===== src/hdl/iepw_pkg.sv =====
// ----------------------------------------------------------------------------
// iepw_pkg: shared types and codes of the EEPROM page write controller
// Field widths, request and command codes, and the item structures that
// travel between the pipeline stages.
// ----------------------------------------------------------------------------
`default_nettype none

package iepw_pkg;

   localparam int OP_W    = 2;
   localparam int ADDR_W  = 11;
   localparam int LEN_W   = 12;
   localparam int TICK_W  = 24;
   localparam int KIND_W  = 2;
   localparam int DEV_W   = 7;
   localparam int WORD_W  = 8;
   localparam int WRAP_W  = 3;

   // Request codes.
   localparam logic [OP_W-1:0] OP_START_READ  = 2'd0;
   localparam logic [OP_W-1:0] OP_START_WRITE = 2'd1;
   localparam logic [OP_W-1:0] OP_BUS_IDLE    = 2'd2;
   localparam logic [OP_W-1:0] OP_TICK        = 2'd3;

   // Bus command codes.
   localparam logic [KIND_W-1:0] KIND_PAGE_WRITE = 2'd0;
   localparam logic [KIND_W-1:0] KIND_WRITE_READ = 2'd1;
   localparam logic [KIND_W-1:0] KIND_POLL_READ  = 2'd2;

   localparam logic [DEV_W-1:0]  DEV_BASE      = 7'h50;
   localparam logic [TICK_W-1:0] TICK_MAX      = 24'hFF_FFFF;
   localparam logic [TICK_W-1:0] TIMEOUT_RESET = 24'd10000;

   // An input item after address preparation.
   typedef struct packed {
      logic [OP_W-1:0]   operation;
      logic [ADDR_W-1:0] start_address;
      logic [ADDR_W-1:0] start_address_mod;
      logic [ADDR_W-1:0] page_quotient;
      logic [WRAP_W-1:0] wraps;
      logic [LEN_W-1:0]  start_length;
      logic              bus_error;
      logic              bus_refused;
   } item_type;

   // One result item.
   typedef struct packed {
      logic              request_accepted;
      logic              now_idle;
      logic              has_failed;
      logic              command_valid;
      logic [KIND_W-1:0] command_kind;
      logic [DEV_W-1:0]  command_device;
      logic [WORD_W-1:0] command_word_address;
      logic [LEN_W-1:0]  command_length;
      logic [ADDR_W-1:0] command_buffer_offset;
   } rsp_type;

endpackage

`default_nettype wire


===== src/hdl/iepw_req_if.sv =====
// ----------------------------------------------------------------------------
// iepw_req_if: request channel
// Valid/ready channel that carries one request, bus event or time tick per item.
// ----------------------------------------------------------------------------
`default_nettype none

interface iepw_req_if;
   logic                          valid;
   logic                          ready;
   logic [iepw_pkg::OP_W-1:0]     operation;
   logic [iepw_pkg::ADDR_W-1:0]   start_address;
   logic [iepw_pkg::LEN_W-1:0]    start_length;
   logic                          bus_error;
   logic                          bus_refused;

   modport source (output valid, operation, start_address, start_length, bus_error,
                   bus_refused, input ready);
   modport sink   (input valid, operation, start_address, start_length, bus_error,
                   bus_refused, output ready);
endinterface

`default_nettype wire


===== src/hdl/iepw_rsp_if.sv =====
// ----------------------------------------------------------------------------
// iepw_rsp_if: result channel
// Valid/ready channel that carries one status and command item per request.
// ----------------------------------------------------------------------------
`default_nettype none

interface iepw_rsp_if;
   logic                          valid;
   logic                          ready;
   logic                          request_accepted;
   logic                          now_idle;
   logic                          has_failed;
   logic                          command_valid;
   logic [iepw_pkg::KIND_W-1:0]   command_kind;
   logic [iepw_pkg::DEV_W-1:0]    command_device;
   logic [iepw_pkg::WORD_W-1:0]   command_word_address;
   logic [iepw_pkg::LEN_W-1:0]    command_length;
   logic [iepw_pkg::ADDR_W-1:0]   command_buffer_offset;

   modport source (output valid, request_accepted, now_idle, has_failed, command_valid,
                   command_kind, command_device, command_word_address, command_length,
                   command_buffer_offset, input ready);
   modport sink   (input valid, request_accepted, now_idle, has_failed, command_valid,
                   command_kind, command_device, command_word_address, command_length,
                   command_buffer_offset, output ready);
endinterface

`default_nettype wire


===== src/hdl/iepw_csr_if.sv =====
// ----------------------------------------------------------------------------
// iepw_csr_if: configuration write channel
// Valid/ready channel that writes the busy timeout register.
// ----------------------------------------------------------------------------
`default_nettype none

interface iepw_csr_if;
   logic                          valid;
   logic                          ready;
   logic [iepw_pkg::TICK_W-1:0]   busy_timeout_ticks;

   modport source (output valid, busy_timeout_ticks, input ready);
   modport sink   (input valid, busy_timeout_ticks, output ready);
endinterface

`default_nettype wire


===== src/hdl/i2c_eeprom_page_write_controller.sv =====
// ----------------------------------------------------------------------------
// i2c_eeprom_page_write_controller: EEPROM transfer sequencer
// Turns start requests, bus idle events and time ticks into bus commands
// for an EEPROM with 11-bit addresses, with page splitting and ack polling.
// ----------------------------------------------------------------------------
// Usage: every item on the req channel is a start read, a start write, a
// bus idle event (with the error and refused flags of the bus engine) or a
// time tick. Each item produces exactly one result item on the rsp channel,
// carrying the status flags and, when command_valid is set, the next bus
// command (device, word address, length and buffer offset).
// The csr channel writes the busy timeout in ticks; it is always ready and
// should only be written while no item is in flight.
// The result passes from req to rsp through one input register stage and one
// result register stage, with the sequencer's next-state logic between them.
// Throughput is one item per cycle while the rsp side takes results.
// When the rsp side stalls, the result register holds and the input register
// still takes one more item; req.ready drops only when both stages are full.
// Synchronous reset empties both stages, sets the timeout to 10000 ticks and
// returns the sequencer to idle with all counters cleared.
// ----------------------------------------------------------------------------
`default_nettype none

module i2c_eeprom_page_write_controller #(
   parameter int PAGE_BYTES   = 16,
   parameter int MEMORY_BYTES = 2048
) (
   input  wire logic   clock,
   input  wire logic   reset,
   iepw_req_if.sink    req_chan,
   iepw_rsp_if.source  rsp_chan,
   iepw_csr_if.sink    csr_chan
);

   iepw_pkg::item_type             item_ff, item_in;
   logic                           in_valid_ff, in_valid_in;
   iepw_pkg::rsp_type              out_data_ff, out_data_in;
   logic                           out_valid_ff, out_valid_in;
   logic [iepw_pkg::TICK_W-1:0]    timeout_ff, timeout_in;

   iepw_pkg::rsp_type              core_result;
   logic                           advance;
   logic                           req_take;

   logic [iepw_pkg::ADDR_W-1:0]    prep_addr_mod;
   logic [iepw_pkg::ADDR_W-1:0]    prep_quotient;
   logic [iepw_pkg::WRAP_W-1:0]    prep_wraps;

   // The input stage moves on whenever the result register is free or drains.
   assign advance          = in_valid_ff && (!out_valid_ff || rsp_chan.ready);
   assign req_chan.ready   = !in_valid_ff || advance;
   assign req_take         = req_chan.valid && req_chan.ready;
   assign csr_chan.ready   = 1'b1;

   iepw_addr_prep #(
      .PAGE_BYTES   (PAGE_BYTES),
      .MEMORY_BYTES (MEMORY_BYTES)
   ) u_addr_prep (
      .start_address     (req_chan.start_address),
      .start_address_mod (prep_addr_mod),
      .page_quotient     (prep_quotient),
      .wraps             (prep_wraps)
   );

   always_comb begin
      item_in                   = item_ff;
      in_valid_in               = in_valid_ff && !advance;
      if (req_take) begin
         item_in.operation         = req_chan.operation;
         item_in.start_address     = req_chan.start_address;
         item_in.start_address_mod = prep_addr_mod;
         item_in.page_quotient     = prep_quotient;
         item_in.wraps             = prep_wraps;
         item_in.start_length      = req_chan.start_length;
         item_in.bus_error         = req_chan.bus_error;
         item_in.bus_refused       = req_chan.bus_refused;
         in_valid_in               = 1'b1;
      end
   end

   iepw_core #(
      .PAGE_BYTES   (PAGE_BYTES),
      .MEMORY_BYTES (MEMORY_BYTES)
   ) u_core (
      .clock              (clock),
      .reset              (reset),
      .step               (advance),
      .item               (item_ff),
      .busy_timeout_ticks (timeout_ff),
      .result             (core_result)
   );

   always_comb begin
      out_data_in  = out_data_ff;
      out_valid_in = out_valid_ff && !rsp_chan.ready;
      if (advance) begin
         out_data_in  = core_result;
         out_valid_in = 1'b1;
      end
   end

   assign timeout_in = (csr_chan.valid && csr_chan.ready) ? csr_chan.busy_timeout_ticks
                                                          : timeout_ff;

   always_ff @(posedge clock) begin
      if (reset) begin
         in_valid_ff  <= 1'b0;
         out_valid_ff <= 1'b0;
         timeout_ff   <= iepw_pkg::TIMEOUT_RESET;
      end else begin
         in_valid_ff  <= in_valid_in;
         out_valid_ff <= out_valid_in;
         timeout_ff   <= timeout_in;
      end
   end

   // Payload registers carry no reset.
   always_ff @(posedge clock) begin
      item_ff     <= item_in;
      out_data_ff <= out_data_in;
   end

   assign rsp_chan.valid                 = out_valid_ff;
   assign rsp_chan.request_accepted      = out_data_ff.request_accepted;
   assign rsp_chan.now_idle              = out_data_ff.now_idle;
   assign rsp_chan.has_failed            = out_data_ff.has_failed;
   assign rsp_chan.command_valid         = out_data_ff.command_valid;
   assign rsp_chan.command_kind          = out_data_ff.command_kind;
   assign rsp_chan.command_device        = out_data_ff.command_device;
   assign rsp_chan.command_word_address  = out_data_ff.command_word_address;
   assign rsp_chan.command_length        = out_data_ff.command_length;
   assign rsp_chan.command_buffer_offset = out_data_ff.command_buffer_offset;

   // A held input item is never overwritten by a new one.
   assert property (@(posedge clock) disable iff (reset)
      in_valid_ff && !advance |-> !req_take)
      else $error("input item overwritten while stalled");

   // A stalled result keeps the input item waiting in its register.
   assert property (@(posedge clock) disable iff (reset)
      in_valid_ff && out_valid_ff && !rsp_chan.ready |=> in_valid_ff && out_valid_ff)
      else $error("item lost during a result stall");

   // Every item that advances out of the input stage shows up as a result next cycle.
   assert property (@(posedge clock) disable iff (reset)
      advance |=> out_valid_ff)
      else $error("advanced item produced no result");

endmodule

`default_nettype wire


===== src/hdl/iepw_addr_prep.sv =====
// ----------------------------------------------------------------------------
// iepw_addr_prep: start address preparation
// Folds the start address into the memory size and estimates its page
// quotient, so the sequencer only has to finish the page offset.
// ----------------------------------------------------------------------------
`default_nettype none

module iepw_addr_prep #(
   parameter int PAGE_BYTES   = 16,
   parameter int MEMORY_BYTES = 2048
) (
   input  wire logic [iepw_pkg::ADDR_W-1:0] start_address,
   output logic      [iepw_pkg::ADDR_W-1:0] start_address_mod,
   output logic      [iepw_pkg::ADDR_W-1:0] page_quotient,
   output logic      [iepw_pkg::WRAP_W-1:0] wraps
);

   // Address is below 8 times the memory size, so three folds suffice.
   localparam logic [13:0] MEM1 = 14'(MEMORY_BYTES);
   localparam logic [13:0] MEM2 = 14'(2 * MEMORY_BYTES);
   localparam logic [13:0] MEM4 = 14'(4 * MEMORY_BYTES);
   // Reciprocal of the page size, exact for every 11-bit address.
   localparam int          SHIFT = 20;
   localparam logic [31:0] RECIP = 32'((2 ** SHIFT + PAGE_BYTES - 1) / PAGE_BYTES);

   logic [13:0] fold4;
   logic [13:0] fold2;
   logic [13:0] fold1;
   logic [31:0] product;

   always_comb begin
      fold4    = {3'b000, start_address};
      wraps    = '0;
      if (fold4 >= MEM4) begin
         fold4    = fold4 - MEM4;
         wraps[2] = 1'b1;
      end
      fold2 = fold4;
      if (fold2 >= MEM2) begin
         fold2    = fold2 - MEM2;
         wraps[1] = 1'b1;
      end
      fold1 = fold2;
      if (fold1 >= MEM1) begin
         fold1    = fold1 - MEM1;
         wraps[0] = 1'b1;
      end
      start_address_mod = fold1[iepw_pkg::ADDR_W-1:0];
   end

   assign product       = 32'(start_address) * RECIP;
   assign page_quotient = product[SHIFT +: iepw_pkg::ADDR_W];

endmodule

`default_nettype wire


===== src/hdl/iepw_core.sv =====
// ----------------------------------------------------------------------------
// iepw_core: transfer sequencer
// Holds the transfer state and computes the result item and next state for
// the item in the input register.
// ----------------------------------------------------------------------------
`default_nettype none

module iepw_core #(
   parameter int PAGE_BYTES   = 16,
   parameter int MEMORY_BYTES = 2048
) (
   input  wire logic                          clock,
   input  wire logic                          reset,
   input  wire logic                          step,
   input  wire iepw_pkg::item_type            item,
   input  wire logic [iepw_pkg::TICK_W-1:0]   busy_timeout_ticks,
   output iepw_pkg::rsp_type                  result
);

   localparam int OFF_W  = (PAGE_BYTES > 1) ? $clog2(PAGE_BYTES) : 1;
   localparam int ROOM_W = $clog2(PAGE_BYTES + 1);
   localparam int AW     = iepw_pkg::ADDR_W;
   localparam int LW     = iepw_pkg::LEN_W;

   localparam logic [2:0] PH_IDLE  = 3'd0;
   localparam logic [2:0] PH_FAIL  = 3'd1;
   localparam logic [2:0] PH_READ  = 3'd2;
   localparam logic [2:0] PH_WRITE = 3'd3;
   localparam logic [2:0] PH_BUSY  = 3'd4;

   localparam logic [ROOM_W-1:0] PAGE_R = ROOM_W'(PAGE_BYTES);
   localparam logic [LW-1:0]     MEM_L  = LW'(MEMORY_BYTES);

   // Page offset of k times the memory size, for k wraps of the start address.
   localparam logic [OFF_W-1:0] WRAP_OFF [8] = '{
      OFF_W'(0),
      OFF_W'((1 * MEMORY_BYTES) % PAGE_BYTES),
      OFF_W'((2 * MEMORY_BYTES) % PAGE_BYTES),
      OFF_W'((3 * MEMORY_BYTES) % PAGE_BYTES),
      OFF_W'((4 * MEMORY_BYTES) % PAGE_BYTES),
      OFF_W'((5 * MEMORY_BYTES) % PAGE_BYTES),
      OFF_W'((6 * MEMORY_BYTES) % PAGE_BYTES),
      OFF_W'((7 * MEMORY_BYTES) % PAGE_BYTES)
   };

   logic [2:0]                  phase_ff,    phase_in;
   logic                        entering_ff, entering_in;
   logic [AW-1:0]               addr_ff,     addr_in;
   logic [OFF_W-1:0]            page_off_ff, page_off_in;
   logic [LW-1:0]               bytes_ff,    bytes_in;
   logic [AW-1:0]               buf_pos_ff,  buf_pos_in;
   logic [iepw_pkg::TICK_W-1:0] elapsed_ff,  elapsed_in;

   logic [2:0]                  phase_eff;
   logic [19:0]                 quot_page;
   logic [AW-1:0]               start_rem;
   logic [OFF_W-1:0]            start_adj;
   logic [OFF_W-1:0]            start_off;
   logic [ROOM_W-1:0]           room;
   logic [LW-1:0]               chunk;
   logic [ROOM_W-1:0]           off_sum;
   logic [OFF_W-1:0]            off_fold;
   logic [OFF_W-1:0]            off_wrapped;
   logic [LW-1:0]               addr_sum;
   logic [iepw_pkg::TICK_W-1:0] elapsed_eff;

   // Page offset of the folded start address.
   assign quot_page = 20'(item.page_quotient) * 20'(PAGE_BYTES);
   assign start_rem = item.start_address - quot_page[AW-1:0];
   assign start_adj = WRAP_OFF[item.wraps];
   assign start_off = (start_rem[OFF_W-1:0] >= start_adj)
                    ? start_rem[OFF_W-1:0] - start_adj
                    : OFF_W'(ROOM_W'(start_rem[OFF_W-1:0]) + PAGE_R - ROOM_W'(start_adj));

   // Next page write chunk and where it leaves the address.
   assign room     = PAGE_R - ROOM_W'(page_off_ff);
   assign chunk    = (bytes_ff < LW'(room)) ? bytes_ff : LW'(room);
   assign off_sum  = ROOM_W'(page_off_ff) + ROOM_W'(chunk);
   assign off_fold = (off_sum == PAGE_R) ? '0 : OFF_W'(off_sum);
   assign off_wrapped = (off_fold >= WRAP_OFF[1])
                      ? off_fold - WRAP_OFF[1]
                      : OFF_W'(ROOM_W'(off_fold) + PAGE_R - ROOM_W'(WRAP_OFF[1]));
   assign addr_sum = LW'(addr_ff) + chunk;

   assign elapsed_eff = entering_ff ? '0 : elapsed_ff;

   always_comb begin
      phase_in    = phase_ff;
      entering_in = entering_ff;
      addr_in     = addr_ff;
      page_off_in = page_off_ff;
      bytes_in    = bytes_ff;
      buf_pos_in  = buf_pos_ff;
      elapsed_in  = elapsed_ff;
      phase_eff   = phase_ff;
      result      = '0;
      if (step) begin
         unique case (item.operation) inside
            iepw_pkg::OP_START_READ, iepw_pkg::OP_START_WRITE: begin
               if (phase_ff == PH_IDLE || phase_ff == PH_FAIL) begin
                  phase_in    = (item.operation == iepw_pkg::OP_START_READ)
                              ? PH_READ : PH_WRITE;
                  entering_in = 1'b1;
                  addr_in     = item.start_address_mod;
                  page_off_in = start_off;
                  bytes_in    = item.start_length;
                  buf_pos_in  = '0;
                  result.request_accepted = 1'b1;
               end
            end
            iepw_pkg::OP_TICK: begin
               if (elapsed_ff != iepw_pkg::TICK_MAX) begin
                  elapsed_in = elapsed_ff + 1'b1;
               end
            end
            iepw_pkg::OP_BUS_IDLE: begin
               // A bus error outside ack polling fails before anything else.
               phase_eff = (item.bus_error && phase_ff != PH_BUSY) ? PH_FAIL : phase_ff;
               phase_in  = phase_eff;
               unique case (phase_eff) inside
                  PH_READ: begin
                     if (entering_ff && bytes_ff != '0) begin
                        if (item.bus_refused) begin
                           phase_in = PH_FAIL;
                        end else begin
                           result.command_valid         = 1'b1;
                           result.command_kind          = iepw_pkg::KIND_WRITE_READ;
                           result.command_device        = iepw_pkg::DEV_BASE
                                                        | {4'b0000, addr_ff[10:8]};
                           result.command_word_address  = addr_ff[7:0];
                           result.command_length        = bytes_ff;
                           result.command_buffer_offset = buf_pos_ff;
                        end
                     end else begin
                        phase_in = PH_IDLE;
                     end
                  end
                  PH_WRITE: begin
                     phase_in = PH_IDLE;
                     if (bytes_ff != '0) begin
                        if (item.bus_refused) begin
                           phase_in = PH_FAIL;
                        end else begin
                           result.command_valid         = 1'b1;
                           result.command_kind          = iepw_pkg::KIND_PAGE_WRITE;
                           result.command_device        = iepw_pkg::DEV_BASE
                                                        | {4'b0000, addr_ff[10:8]};
                           result.command_word_address  = addr_ff[7:0];
                           result.command_length        = chunk;
                           result.command_buffer_offset = buf_pos_ff;
                           if (addr_sum >= MEM_L) begin
                              addr_in     = AW'(addr_sum - MEM_L);
                              page_off_in = off_wrapped;
                           end else begin
                              addr_in     = addr_sum[AW-1:0];
                              page_off_in = off_fold;
                           end
                           bytes_in   = bytes_ff - chunk;
                           buf_pos_in = buf_pos_ff + chunk[AW-1:0];
                           phase_in   = PH_BUSY;
                        end
                     end
                  end
                  PH_BUSY: begin
                     elapsed_in = elapsed_eff;
                     if (entering_ff || item.bus_error) begin
                        if (elapsed_eff >= busy_timeout_ticks || item.bus_refused) begin
                           phase_in = PH_FAIL;
                        end else begin
                           result.command_valid         = 1'b1;
                           result.command_kind          = iepw_pkg::KIND_POLL_READ;
                           result.command_device        = iepw_pkg::DEV_BASE;
                           result.command_word_address  = '0;
                           result.command_length        = LW'(1);
                           result.command_buffer_offset = '0;
                        end
                     end else begin
                        phase_in = PH_WRITE;
                     end
                  end
                  PH_IDLE, PH_FAIL: begin
                     phase_in = phase_eff;
                  end
                  default: begin
                     phase_in = PH_FAIL;
                  end
               endcase
               entering_in     = (phase_in != phase_ff);
               result.now_idle = (phase_in == PH_IDLE);
            end
            default: begin
               phase_in = phase_ff;
            end
         endcase
      end
      result.has_failed = (phase_in == PH_FAIL);
   end

   always_ff @(posedge clock) begin
      if (reset) begin
         phase_ff    <= PH_IDLE;
         entering_ff <= 1'b1;
         addr_ff     <= '0;
         page_off_ff <= '0;
         bytes_ff    <= '0;
         buf_pos_ff  <= '0;
         elapsed_ff  <= '0;
      end else begin
         phase_ff    <= phase_in;
         entering_ff <= entering_in;
         addr_ff     <= addr_in;
         page_off_ff <= page_off_in;
         bytes_ff    <= bytes_in;
         buf_pos_ff  <= buf_pos_in;
         elapsed_ff  <= elapsed_in;
      end
   end

   // The folded address and its page offset always stay in range.
   assert property (@(posedge clock) disable iff (reset)
      LW'(addr_ff) < MEM_L && ROOM_W'(page_off_ff) < PAGE_R)
      else $error("address or page offset out of range");

   // A tick never moves the sequencer or the address.
   assert property (@(posedge clock) disable iff (reset)
      step && item.operation == iepw_pkg::OP_TICK
      |=> $stable(phase_ff) && $stable(addr_ff) && $stable(bytes_ff))
      else $error("tick changed the transfer state");

   // An accepted page write always leads into ack polling.
   assert property (@(posedge clock) disable iff (reset)
      step && item.operation == iepw_pkg::OP_BUS_IDLE && phase_ff == PH_WRITE
      && !item.bus_error && !item.bus_refused && bytes_ff != '0
      |=> phase_ff == PH_BUSY && entering_ff)
      else $error("page write did not enter ack polling");

   // A command is never issued together with a failure or a return to idle.
   assert property (@(posedge clock) disable iff (reset)
      step && result.command_valid |-> !result.has_failed && phase_in != PH_IDLE)
      else $error("command issued while failing or idle");

endmodule

`default_nettype wire

===== src/flat_wrapper.sv =====
// flat-port wrapper written by rule: the top's interface ports become plain ports
module i2c_eeprom_page_write_controller_flat 
#(
   parameter int PAGE_BYTES   = 16,
   parameter int MEMORY_BYTES = 2048
)
  (clock, reset, req_chan_valid, req_chan_operation, req_chan_start_address, req_chan_start_length, req_chan_bus_error, req_chan_bus_refused, req_chan_ready, rsp_chan_valid, rsp_chan_request_accepted, rsp_chan_now_idle, rsp_chan_has_failed, rsp_chan_command_valid, rsp_chan_command_kind, rsp_chan_command_device, rsp_chan_command_word_address, rsp_chan_command_length, rsp_chan_command_buffer_offset, rsp_chan_ready, csr_chan_valid, csr_chan_busy_timeout_ticks, csr_chan_ready);
  iepw_req_if req_chan_i ();
  iepw_rsp_if rsp_chan_i ();
  iepw_csr_if csr_chan_i ();
  input  wire logic clock;
  input  wire logic reset;
  input wire logic [$bits(req_chan_i.valid)-1:0] req_chan_valid;
  input wire logic [$bits(req_chan_i.operation)-1:0] req_chan_operation;
  input wire logic [$bits(req_chan_i.start_address)-1:0] req_chan_start_address;
  input wire logic [$bits(req_chan_i.start_length)-1:0] req_chan_start_length;
  input wire logic [$bits(req_chan_i.bus_error)-1:0] req_chan_bus_error;
  input wire logic [$bits(req_chan_i.bus_refused)-1:0] req_chan_bus_refused;
  output wire logic [$bits(req_chan_i.ready)-1:0] req_chan_ready;
  output wire logic [$bits(rsp_chan_i.valid)-1:0] rsp_chan_valid;
  output wire logic [$bits(rsp_chan_i.request_accepted)-1:0] rsp_chan_request_accepted;
  output wire logic [$bits(rsp_chan_i.now_idle)-1:0] rsp_chan_now_idle;
  output wire logic [$bits(rsp_chan_i.has_failed)-1:0] rsp_chan_has_failed;
  output wire logic [$bits(rsp_chan_i.command_valid)-1:0] rsp_chan_command_valid;
  output wire logic [$bits(rsp_chan_i.command_kind)-1:0] rsp_chan_command_kind;
  output wire logic [$bits(rsp_chan_i.command_device)-1:0] rsp_chan_command_device;
  output wire logic [$bits(rsp_chan_i.command_word_address)-1:0] rsp_chan_command_word_address;
  output wire logic [$bits(rsp_chan_i.command_length)-1:0] rsp_chan_command_length;
  output wire logic [$bits(rsp_chan_i.command_buffer_offset)-1:0] rsp_chan_command_buffer_offset;
  input wire logic [$bits(rsp_chan_i.ready)-1:0] rsp_chan_ready;
  input wire logic [$bits(csr_chan_i.valid)-1:0] csr_chan_valid;
  input wire logic [$bits(csr_chan_i.busy_timeout_ticks)-1:0] csr_chan_busy_timeout_ticks;
  output wire logic [$bits(csr_chan_i.ready)-1:0] csr_chan_ready;
  assign req_chan_i.valid = req_chan_valid;
  assign req_chan_i.operation = req_chan_operation;
  assign req_chan_i.start_address = req_chan_start_address;
  assign req_chan_i.start_length = req_chan_start_length;
  assign req_chan_i.bus_error = req_chan_bus_error;
  assign req_chan_i.bus_refused = req_chan_bus_refused;
  assign req_chan_ready = req_chan_i.ready;
  assign rsp_chan_valid = rsp_chan_i.valid;
  assign rsp_chan_request_accepted = rsp_chan_i.request_accepted;
  assign rsp_chan_now_idle = rsp_chan_i.now_idle;
  assign rsp_chan_has_failed = rsp_chan_i.has_failed;
  assign rsp_chan_command_valid = rsp_chan_i.command_valid;
  assign rsp_chan_command_kind = rsp_chan_i.command_kind;
  assign rsp_chan_command_device = rsp_chan_i.command_device;
  assign rsp_chan_command_word_address = rsp_chan_i.command_word_address;
  assign rsp_chan_command_length = rsp_chan_i.command_length;
  assign rsp_chan_command_buffer_offset = rsp_chan_i.command_buffer_offset;
  assign rsp_chan_i.ready = rsp_chan_ready;
  assign csr_chan_i.valid = csr_chan_valid;
  assign csr_chan_i.busy_timeout_ticks = csr_chan_busy_timeout_ticks;
  assign csr_chan_ready = csr_chan_i.ready;
  i2c_eeprom_page_write_controller #(.PAGE_BYTES(PAGE_BYTES), .MEMORY_BYTES(MEMORY_BYTES)) u_core (.clock(clock), .reset(reset), .req_chan(req_chan_i), .rsp_chan(rsp_chan_i), .csr_chan(csr_chan_i));
endmodule

===== config.mk =====
export PLATFORM = sky130hd
export DESIGN_NAME = i2c_eeprom_page_write_controller_flat
export DESIGN_NICKNAME = d
export VERILOG_FILES = /design/src/hdl/iepw_pkg.sv /design/src/hdl/iepw_req_if.sv /design/src/hdl/iepw_rsp_if.sv /design/src/hdl/iepw_csr_if.sv /design/src/hdl/i2c_eeprom_page_write_controller.sv /design/src/hdl/iepw_addr_prep.sv /design/src/hdl/iepw_core.sv /design/src/flat_wrapper.sv
export SDC_FILE = /design/constraint.sdc
export NUM_CORES = 1
export LEC_CHECK = 0
export BUFFER_PORTS_ARGS = -buffer_cell sky130_fd_sc_hd__buf_2
export CORE_ASPECT_RATIO = 0.75
export CORE_MARGIN = 5
export CORE_UTILIZATION = 31
export CTS_BUF_LIST = sky130_fd_sc_hd__clkbuf_4
export DETAILED_ROUTE_END_ITERATION = 7
export GPL_TIMING_DRIVEN = 1
export SLEW_MARGIN = 5
export SYNTH_ARGS = -nofsm -noshare
export SYNTH_HDL_FRONTEND = slang
export SYNTH_HIERARCHICAL = 1
export SYNTH_SLANG_ARGS = --single-unit

===== constraint.sdc =====
create_clock -name clock -period 5.28 [get_ports clock]
set_input_delay 1.056 -clock clock [delete_from_list [all_inputs] [get_ports clock]]
set_output_delay 1.056 -clock clock [all_outputs]
set_load 0.005 [all_outputs]

-- Yosys cells after proc, flatten, opt, wreduce, memory -nomap -nowiden
Cells that the tools add are included.
- muxes and demuxes: 56
- add/subtract/negate cells: 10
- $lt $le $gt $ge: 5
- reductions and logical operators: 27
- eq/ne operators: 19
- operators with widths (kind ; count):
    41-bit 2-to-1 mux ; 6
    41-bit case mux with 3 select lines ; 1
    11-bit 2-to-1 mux ; 9
    24-bit 2-to-1 mux ; 3
    12-bit 2-to-1 mux ; 5
    24-bit case mux with 2 select lines ; 1
    11-bit case mux with 2 select lines ; 2
    3-bit 2-to-1 mux ; 11
    4-bit 2-to-1 mux ; 8
    24-bit by 1-bit adder with 24-bit output (second input constant) ; 1
    24-bit >= comparator ; 1
    24-bit != test (second input constant) ; 1
    12-bit case mux with 2 select lines ; 1
    11-bit by 12-bit adder with 12-bit output ; 1
    12-bit >= comparator (second input constant) ; 1
    12-bit by 5-bit less-than comparator with 1-bit output ; 1
    3-bit case mux with 4 select lines ; 1
    12-bit nonzero test ; 1
    12-bit subtractor ; 1
    11-bit adder ; 1
    11-bit by 1-bit subtractor with 11-bit output (second input constant) ; 1
    3-bit by 1-bit equality test with 1-bit output (second input constant) ; 3
    3-bit zero test ; 3
    4-bit by 1-bit adder with 4-bit output (second input constant) ; 2
    other kinds (26) ; 51
- flip-flop bits (word level): 163
- input port bits: 56

-- Longest topological paths before layout
Gate-level depths: netlist of the first run.
- word-level depth: 13
- mapped depth: 20
- mapped depth without buffers: 19

-- By module
Netlist of the first run, hierarchy kept.
- modules (own cells, without submodules) (module ; cells an instance ; sequential area each (um2) ; instances ; area an instance (um2)):
    iepw_core ; 798 ; 1321.3 ; 1 ; 5901.9
    i2c_eeprom_page_write_controller ; 186 ; 3403.3 ; 1 ; 3863.7
    iepw_addr_prep ; 26 ; 0.0 ; 1 ; 191.4

-- Worst setup path after synthesis of the first run
Ideal clock, no wire load.
- path kind: register to register
- from: register u_core.u_core.page_off_ff[0]
- to: register u_core.u_core.buf_pos_ff[10]
- period minus slack after synthesis: 4064 ps
- required time: 5206 ps
- arrival time: 3990 ps
- setup slack: 1216 ps
- cell stages (with the launch flop): 21
- cells stage by stage: dfxtp_1 > inv_1 > ha_1 > nor3b_1 > inv_1 > ha_1 > or4_1 > a211o_1 > a31oi_2 > buf_2 > nand2_1 > o21ai_0 > ha_1 > inv_1 > fa_1 > nor2b_1 > o31a_1 > o31a_1 > o221ai_1 > a2111o_1 > o21ai_0
- cells in the longest elaborated chain, start to end: 8
- ends and longest elaborated chain (element ; RTL line ; RTL):
    from (decl) ; iepw_core.sv:49 ; logic [OFF_W-1:0] page_off_ff, page_off_in;
    from (signal assigned) ; iepw_core.sv:212 ; page_off_ff <= page_off_in;
    5-bit by 4-bit subtractor with 5-bit output (*) ; iepw_core.sv:76 ; assign room = PAGE_R - ROOM_W'(page_off_ff);
    12-bit by 5-bit less-than comparator with 1-bit output ; iepw_core.sv:77 ; assign chunk = (bytes_ff < LW'(room)) ? bytes_ff : LW'(room);
    12-bit 2-to-1 mux (*) ; iepw_core.sv:77 ;
    11-bit adder (*) ; iepw_core.sv:159 ; buf_pos_in = buf_pos_ff + chunk[AW-1:0];
    11-bit 2-to-1 mux (*) ; iepw_core.sv:141 ; if (item.bus_refused) begin
    11-bit 2-to-1 mux (*) ; iepw_core.sv:140 ; if (bytes_ff != '0) begin
    11-bit 2-to-1 mux (*) ; iepw_core.sv:120 ; unique case (phase_eff) inside
    11-bit case mux with 2 select lines (*) ; iepw_core.sv:98 ; unique case (item.operation) inside
    to (signal assigned) ; iepw_core.sv:214 ; buf_pos_ff <= buf_pos_in;
    to (decl) ; iepw_core.sv:51 ; logic [AW-1:0] buf_pos_ff, buf_pos_in;
Every way passes the cells marked *; elsewhere a longest branch is shown, timed or not. The select of a mux whose other input is x is not followed.
A chain may end at the register's enable or synchronous reset.

-- Worst setup path in the final report of the first run
Same ends and word-level chain as after synthesis.

==> results of run 1 <==
## power by group
part	leakage, µW	switching [µW]	total, µW	internal (µW)
clock network	0.000148	542	758	216
logic	0.00239	232	386	154
registers	0.00149	34.4	1430	1400
total	0.00403	808	2580	1770
## worst min-delay path, stage by stage, from the launching register on
cell	delay, ns
dfxtp_1	0.35
inv_1	0.05
a21oi_1	0.05
## per-stage QoR
stage	hold WS, ns	total power, µW	cell area, µm²	util (%)
final	0.4780	2577	10290	35.25
after floorplan	0.4342	1739	9259	-
after CTS	0.4745	2617	10290	35.24
after global routing	0.4969	2720	10290	35.25
after detailed placement	0.4516	1847	10000	34.27
after global placement	0.4422	1842	10000	34.27
## sequential cells by signal (all words and copies together) (netlist names)
signal and flops:
u_core/u_core/page_off_ff 4, u_core/u_core/bytes_ff 12, u_core/rsp_chan.valid 1, u_core/rsp_chan.has_failed 1, u_core/rsp_chan.command_word_address 8, u_core/rsp_chan.command_valid 1
u_core/u_core/phase_ff 3, u_core/rsp_chan.command_buffer_offset 11, u_core/in_valid_ff 1, u_core/u_core/entering_ff 1, u_core/rsp_chan.now_idle 1, u_core/rsp_chan.command_length 12
u_core/u_core/elapsed_ff 24, u_core/rsp_chan.command_kind 2, u_core/timeout_ff 24, u_core/rsp_chan.request_accepted 1, u_core/u_core/addr_ff 11, u_core/rsp_chan.command_device 7
u_core/u_core/buf_pos_ff 11, u_core/item_ff 31
## layout by cell type, fill, tap and decap left out, types with 8 or more instances in the layout
cell type and n:
buf_2 101, nor2_1 97, dfxtp_1 92, edfxtp_1 75
nand2_1 71, a21oi_1 69, ha_1 59, o21ai_0 53
inv_1 47, nor2b_1 36, and2_1 34, nor3_1 23
mux2i_1 21, nand3_1 19, clkbuf_4 17, a211oi_1 17
a21o_1 15, xnor2_1 14, a311oi_1 14, conb_1 13
buf_4 12, a31oi_1 9, a211o_1 8, nand2b_1 8
o21a_1 8
## area by class of cell
| type | count | area [µm²] |
|---|---|---|
| fillers | 2985 | 18900 |
| multi-input cells | 710 | 4646 |
| flip-flops and latches | 167 | 4094 |
| repair buffers | 113 | 595.6 |
| well taps | 392 | 490.5 |
| inverters | 47 | 176.4 |
| clock inverters | 15 | 156.4 |
| clock buffers | 17 | 127.6 |
| diodes | 1 | 2.502 |
## metal layers
| layer | vias to the layer above | track usage (%) |
|---|---|---|
| li1 | 3664 | - |
| met1 | 3438 | 20.18 |
| met2 | 175 | 19.67 |
| met3 | 23 | 2.817 |
| met4 | 2 | 3.558 |
| met5 | - | 0 |
## worst min-delay path by stage
stage	to	slack [ns]	cells after the start
3_3_place_gp	u_core/rsp_chan.valid	0.44	2
2_1_floorplan	u_core/rsp_chan.valid	0.43	2
5_1_grt	u_core/u_core/addr_ff[7]	0.50	2
4_1_cts	u_core/rsp_chan.valid	0.47	2
6_report	u_core/rsp_chan.valid	0.48	2
3_5_place_dp	u_core/rsp_chan.valid	0.45	2
==> metrics, run 1 <==
status finished clean; Post-CTS Resized 0; Inserted Clock Buffers 17; Worst Path Max Fanout 14; Pleak between 0.004 and 0.005 µW; drt pass-1 iters 5; die width ~210 µm; M1 wire length 11.75 mm; Placer Congestion 0.8750; layout cell share with drive strength beyond 1 15.34%; initial antenna violation count 2; post-cts hold buffer count 0; Relative slew margins approximately two fifths; Max IR drop VDD about 0.093 mV; Setup WS post-layout approximately 0.75 ns; initial cell density of the core around a third; Total GRT Usage 13.47%; Syn Inst Count 974; Crit path max-delay family compound AO/OA/AOI/OAI gates; Final Hold Viols 0; crit share post-route roughly 86%; yosys warns 6; CTS clk-pin slew, worst paths approximately 0.16 ns; Root Driver clkbuf_4; fin nets about 1200; CP bufs+invs 4; Fin Setup TNS 0 ns; worst-margin pin slew between 0.8 and 0.9 ns; critical path endpoint u_core/u_core/buf_pos_ff[10]; Crit-path slowest cell a2111o_1; maxcap violations 0; IO buf count roughly 100; metal2 WL roughly 10 mm; Final Max Slew Viols 0; placed insts 1429; postcts setup bufs 0; half-perimeter wire length after placement ~17 mm; CTS sink count 167; Worst path max stage delay 0.43 ns; crit path DAT just over 5 ns; Rows 54; Worst setup SP type flip-flop; pre-CTS WS between 0.8 and 0.9 ns; Reg-to-Reg Start u_core/u_core/page_off_ff[0]; Clk Latency, worst-skew pair slightly below 0.6 ns; core area approximately 29000 µm²; first-pass GRT wire length 36.72 mm; Max Buffers Root-to-Sink 2; Worst Path Required approximately 5.8 ns; number of global-route vias before repair just under 7000; First DRT Iteration DRCs about 560; DRC Markers 0; Boundary Pins around 100; r2r setup slk between 0.7 and 0.8 ns; Avg Vias per Cell 4.995; Non-Filler Instances 1462; Worst Hold Launch u_core/in_valid_ff; final setup violating endpoints 0; largest net degree at the start of global routing 59; worst-path cell chain inv_1 > ha_1 > nor3b_1 > inv_1 > ha_1 > or4_1 > a211o_1 > a31oi_2 > buf_4 > nand2_1 > o21ai_0 > ha_1 > inv_1 > fa_1 > nor2b_1 > o31a_1 > o31a_1 > o221ai_1 > a2111o_1 > o21ai_0; max layer used met5; crit path time final approximately 4.5 ns; Setup crit start u_core/u_core/page_off_ff[0]; routed vias around 7300; Avg Cell Area, Syn 9.464 µm²; reg2reg end u_core/u_core/buf_pos_ff[10]; Setup Skew 0.03438 ns; Hold Crit Class flip-flop to flip-flop; CP Class flip-flop to flip-flop; Die Y between 150 and 200 µm; WL/cell ~16 µm; Mapped Area around 9200 µm²; grt ovf 0; Final ANT Viol Nets 0; Crit path depth 20; Reg2Reg Depth 20; kind of end point of the critical path flip-flop; Die ar. about 33000 µm²; WL final approximately 23 mm; Max H-tree Level 4; Layout area overhead 11.62%; Cell Pwr Density ~250 nW/µm²; met3 WL approximately 1.2 mm; RSZ-0062 raised after global routing no; Fmax 0.2207 GHz; CTS tree yes
(Power assumes the default switching activity.)
==> inputs of run 2 (changes only) <==
- SYNTH_HIERARCHICAL: 1 -> default
- clock period: 5.28 -> 4.6 ns (I/O delays scaled with it)
==> metrics, run 2 <==
top-count cell post-synth nor2_1; CTS sink count 159; most flop-heavy register u_core.item_ff; Max Buffers Root-to-Sink 2; die width approximately 200 µm; Switching Share between 30% and 40%; sequential fraction of the synthesis area between 40% and 50%; Worst path max stage delay 0.41 ns; Cell Pwr Density about 290 nW/µm²; RSZ-0062 raised after global routing no; kind of end point of the critical path flip-flop; crit share post-route slightly above 90%; Boundary Pins between 100 and 150; Final Hold Viols 0; Final Max Slew Viols 0; largest net degree at the start of global routing 74; Synth area leaders edfxtp_1 23%, dfxtp_1 21%, ha_1 8.5%; CP Class flip-flop to flip-flop; worst-margin pin slew roughly 1.0 ns; Avg Cell Area, Syn approximately 9.4 µm²; core area 27790 µm²; final setup violating endpoints 0; Placer Congestion approximately 0.82; Die ar. roughly 31000 µm²; Layout area overhead 12.75%; WL final approximately 23 mm; most frequent cells in the layout 101 x nor2_1, 99 x buf_2, 92 x dfxtp_1; postcts setup bufs 0; Die Y 154.8 µm; Max IR drop VDD 0.1334 mV; initial antenna violation count 3; Setup Skew about 0.032 ns; max reg flops 27; most common cell after layout, fill and taps aside nor2_1; yosys warns 0; Fmax about 0.23 GHz; Root Driver clkbuf_4; Crit-path slowest cell mux2i_2; Primary FF master, synth dfxtp_1; drt pass-1 iters 7; Fin Setup TNS 0 ns; Yosys reg bits 159; Rows 53; status finished clean; Post-synth EDFFs 67; First DRT Iteration DRCs 450; Non-Filler Instances 1382; Hold Crit Class flip-flop to flip-flop; DRC Markers 0; Total GRT Usage 14.30%; CTS tree yes; post-cts hold buffer count 0; CP bufs+invs 3; Netlist cell types 71; Syn Inst Count between 900 and 1000; post-synth top area share approximately 23%; Worst setup SP type flip-flop; crit path time final 4.273 ns; Pleak about 0.0039 µW; routed vias 6928; grt ovf 0; Comb pwr share approximately 16%; Worst Path Max Fanout 5; Worst Path Required 5.10 ns; crit path DAT around 4.8 ns; Relative slew margins about 30%; Avg Vias per Cell roughly 5.0; Mapped Area between 8000 and 9000 µm²; Max H-tree Level 4; Clk Latency, worst-skew pair 0.58 ns; Crit path max-delay family adder cells; commonest cells in the synthesized netlist 101 x nor2_1, 92 x dfxtp_1, 67 x a21oi_1, 67 x edfxtp_1, 67 x nand2_1; Internal Power between 1500 and 2000 µW; first-pass GRT wire length 36.23 mm; P_sw approximately 860 µW; worst-path cell chain inv_1 > ha_1 > nor3b_2 > inv_1 > ha_1 > a21oi_1 > nand3_1 > a31oi_2 > mux2i_2 > ha_1 > inv_1 > fa_1 > nor2b_1 > o21a_1 > o21ai_0 > a21oi_1 > a31oi_1 > or4_1 > a31oi_1; top flop regs u_core.item_ff: 27 flops, u_core.timeout_ff: 24 flops, u_core.u_core.elapsed_ff: 24 flops; fin nets approximately 1100; Inserted Clock Buffers 17; CTS clk-pin slew, worst paths 0.16 ns; placed insts about 1300; Final ANT Viol Nets 0; Synth area leader edfxtp_1; clock network fraction of total power 29.3%; number of global-route vias before repair about 6400; maxcap violations 0; WL/cell about 16 µm; layout cell share with drive strength beyond 1 between 15 and 20%; asr flop ratio synth 0%; IO buf count a little under 100; half-perimeter wire length after placement approximately 16 mm; initial cell density of the core between 30% and 40%; sequential share of power between 50 and 60%
==> run 2: power by group through the flow <==
stage	Combinational (µW)	Sequential [µW]	Clock, µW
2_1_floorplan	316	1580	0
3_3_place_gp	430	1590	0
3_5_place_dp	436	1590	0
4_1_cts	440	1560	867
5_1_grt	502	1570	928
6_report	449	1560	833
==> run 2: logic make-up after synthesis <==
family,count (synthesis),synth area share [%]
compound gates,221,16.66
xor+xnor,22,2.224
fa+ha+maj,63,9.443
buf+inv,97,4.750
flops,159,44.47
mux,21,2.426
other cells,2,0.08666
simple gates,339,19.94
==> run 2: path summary, 6_finish.rpt <==
path,start,to,slack (ns),cells past startpoint
worst min register to register,u_core.u_core.buf_pos_ff[0],u_core.u_core.buf_pos_ff[0],0.48,2
worst max register to register,u_core.u_core.page_off_ff[0],u_core.u_core.buf_pos_ff[10],0.33,19
worst max-delay path,u_core.u_core.page_off_ff[0],u_core.u_core.buf_pos_ff[10],0.33,19
worst min-delay path,u_core.u_core.buf_pos_ff[0],u_core.u_core.buf_pos_ff[0],0.48,2
==> run 2: timing repair <==
item                                   in CTS  in global routing
gates resized for setup                     0                  7
setup endpoints to repair                   0                  6
endpoints found under the hold margin       0                  0
==> run 2: metal layers <==
| metal | up-vias | global-route usage (%) | routed length (µm) |
|---|---|---|---|
| met5 | - | 0 | 27 |
| met4 | 4 | 2.986 | 210 |
| met3 | 16 | 3.563 | 1373 |
| met2 | 185 | 19.08 | 8821 |
| met1 | 3226 | 22.90 | 12170 |
| li1 | 3497 | - | - |
==> run 2: area by class of cell <==
cell class | count | area, µm²
repair buffers | 109 | 570.5
inverters | 45 | 168.9
fillers | 2787 | 18010
clock inverters | 14 | 130.1
clock buffers | 18 | 135.1
well taps | 357 | 446.7
diodes | 1 | 2.502
flip-flops and latches | 159 | 3854
multi-input cells | 679 | 4463
==> run 2: tightest hold or removal path, delay by kind of cell (launching register included) <==
| family | cells | cell delay [ns] |
|---|---|---|
| AOI/OAI and AO/OA | 1 | 0.05 |
| and+or+nand+nor | 1 | 0.06 |
| DFF | 1 | 0.35 |
==> run 2: metrics by stage <==
| stage | hold slack (ns) | setup slack (ns) | total power (µW) | util [%] | area (µm²) |
|---|---|---|---|---|---|
| finish | 0.4824 | 0.3269 | 2841 | 35.16 | 9771 |
| global route | 0.4453 | 0.05154 | 2997 | 35.16 | 9771 |
| CTS | 0.4647 | 0.08064 | 2867 | 35.08 | 9747 |
| detailed placement | 0.4656 | 0.1355 | 2027 | 34.12 | 9482 |
| global placement | 0.4628 | 0.2540 | 2020 | 34.12 | 9482 |
| floorplan | 0.4398 | 0.4575 | 1892 | - | 8707 |
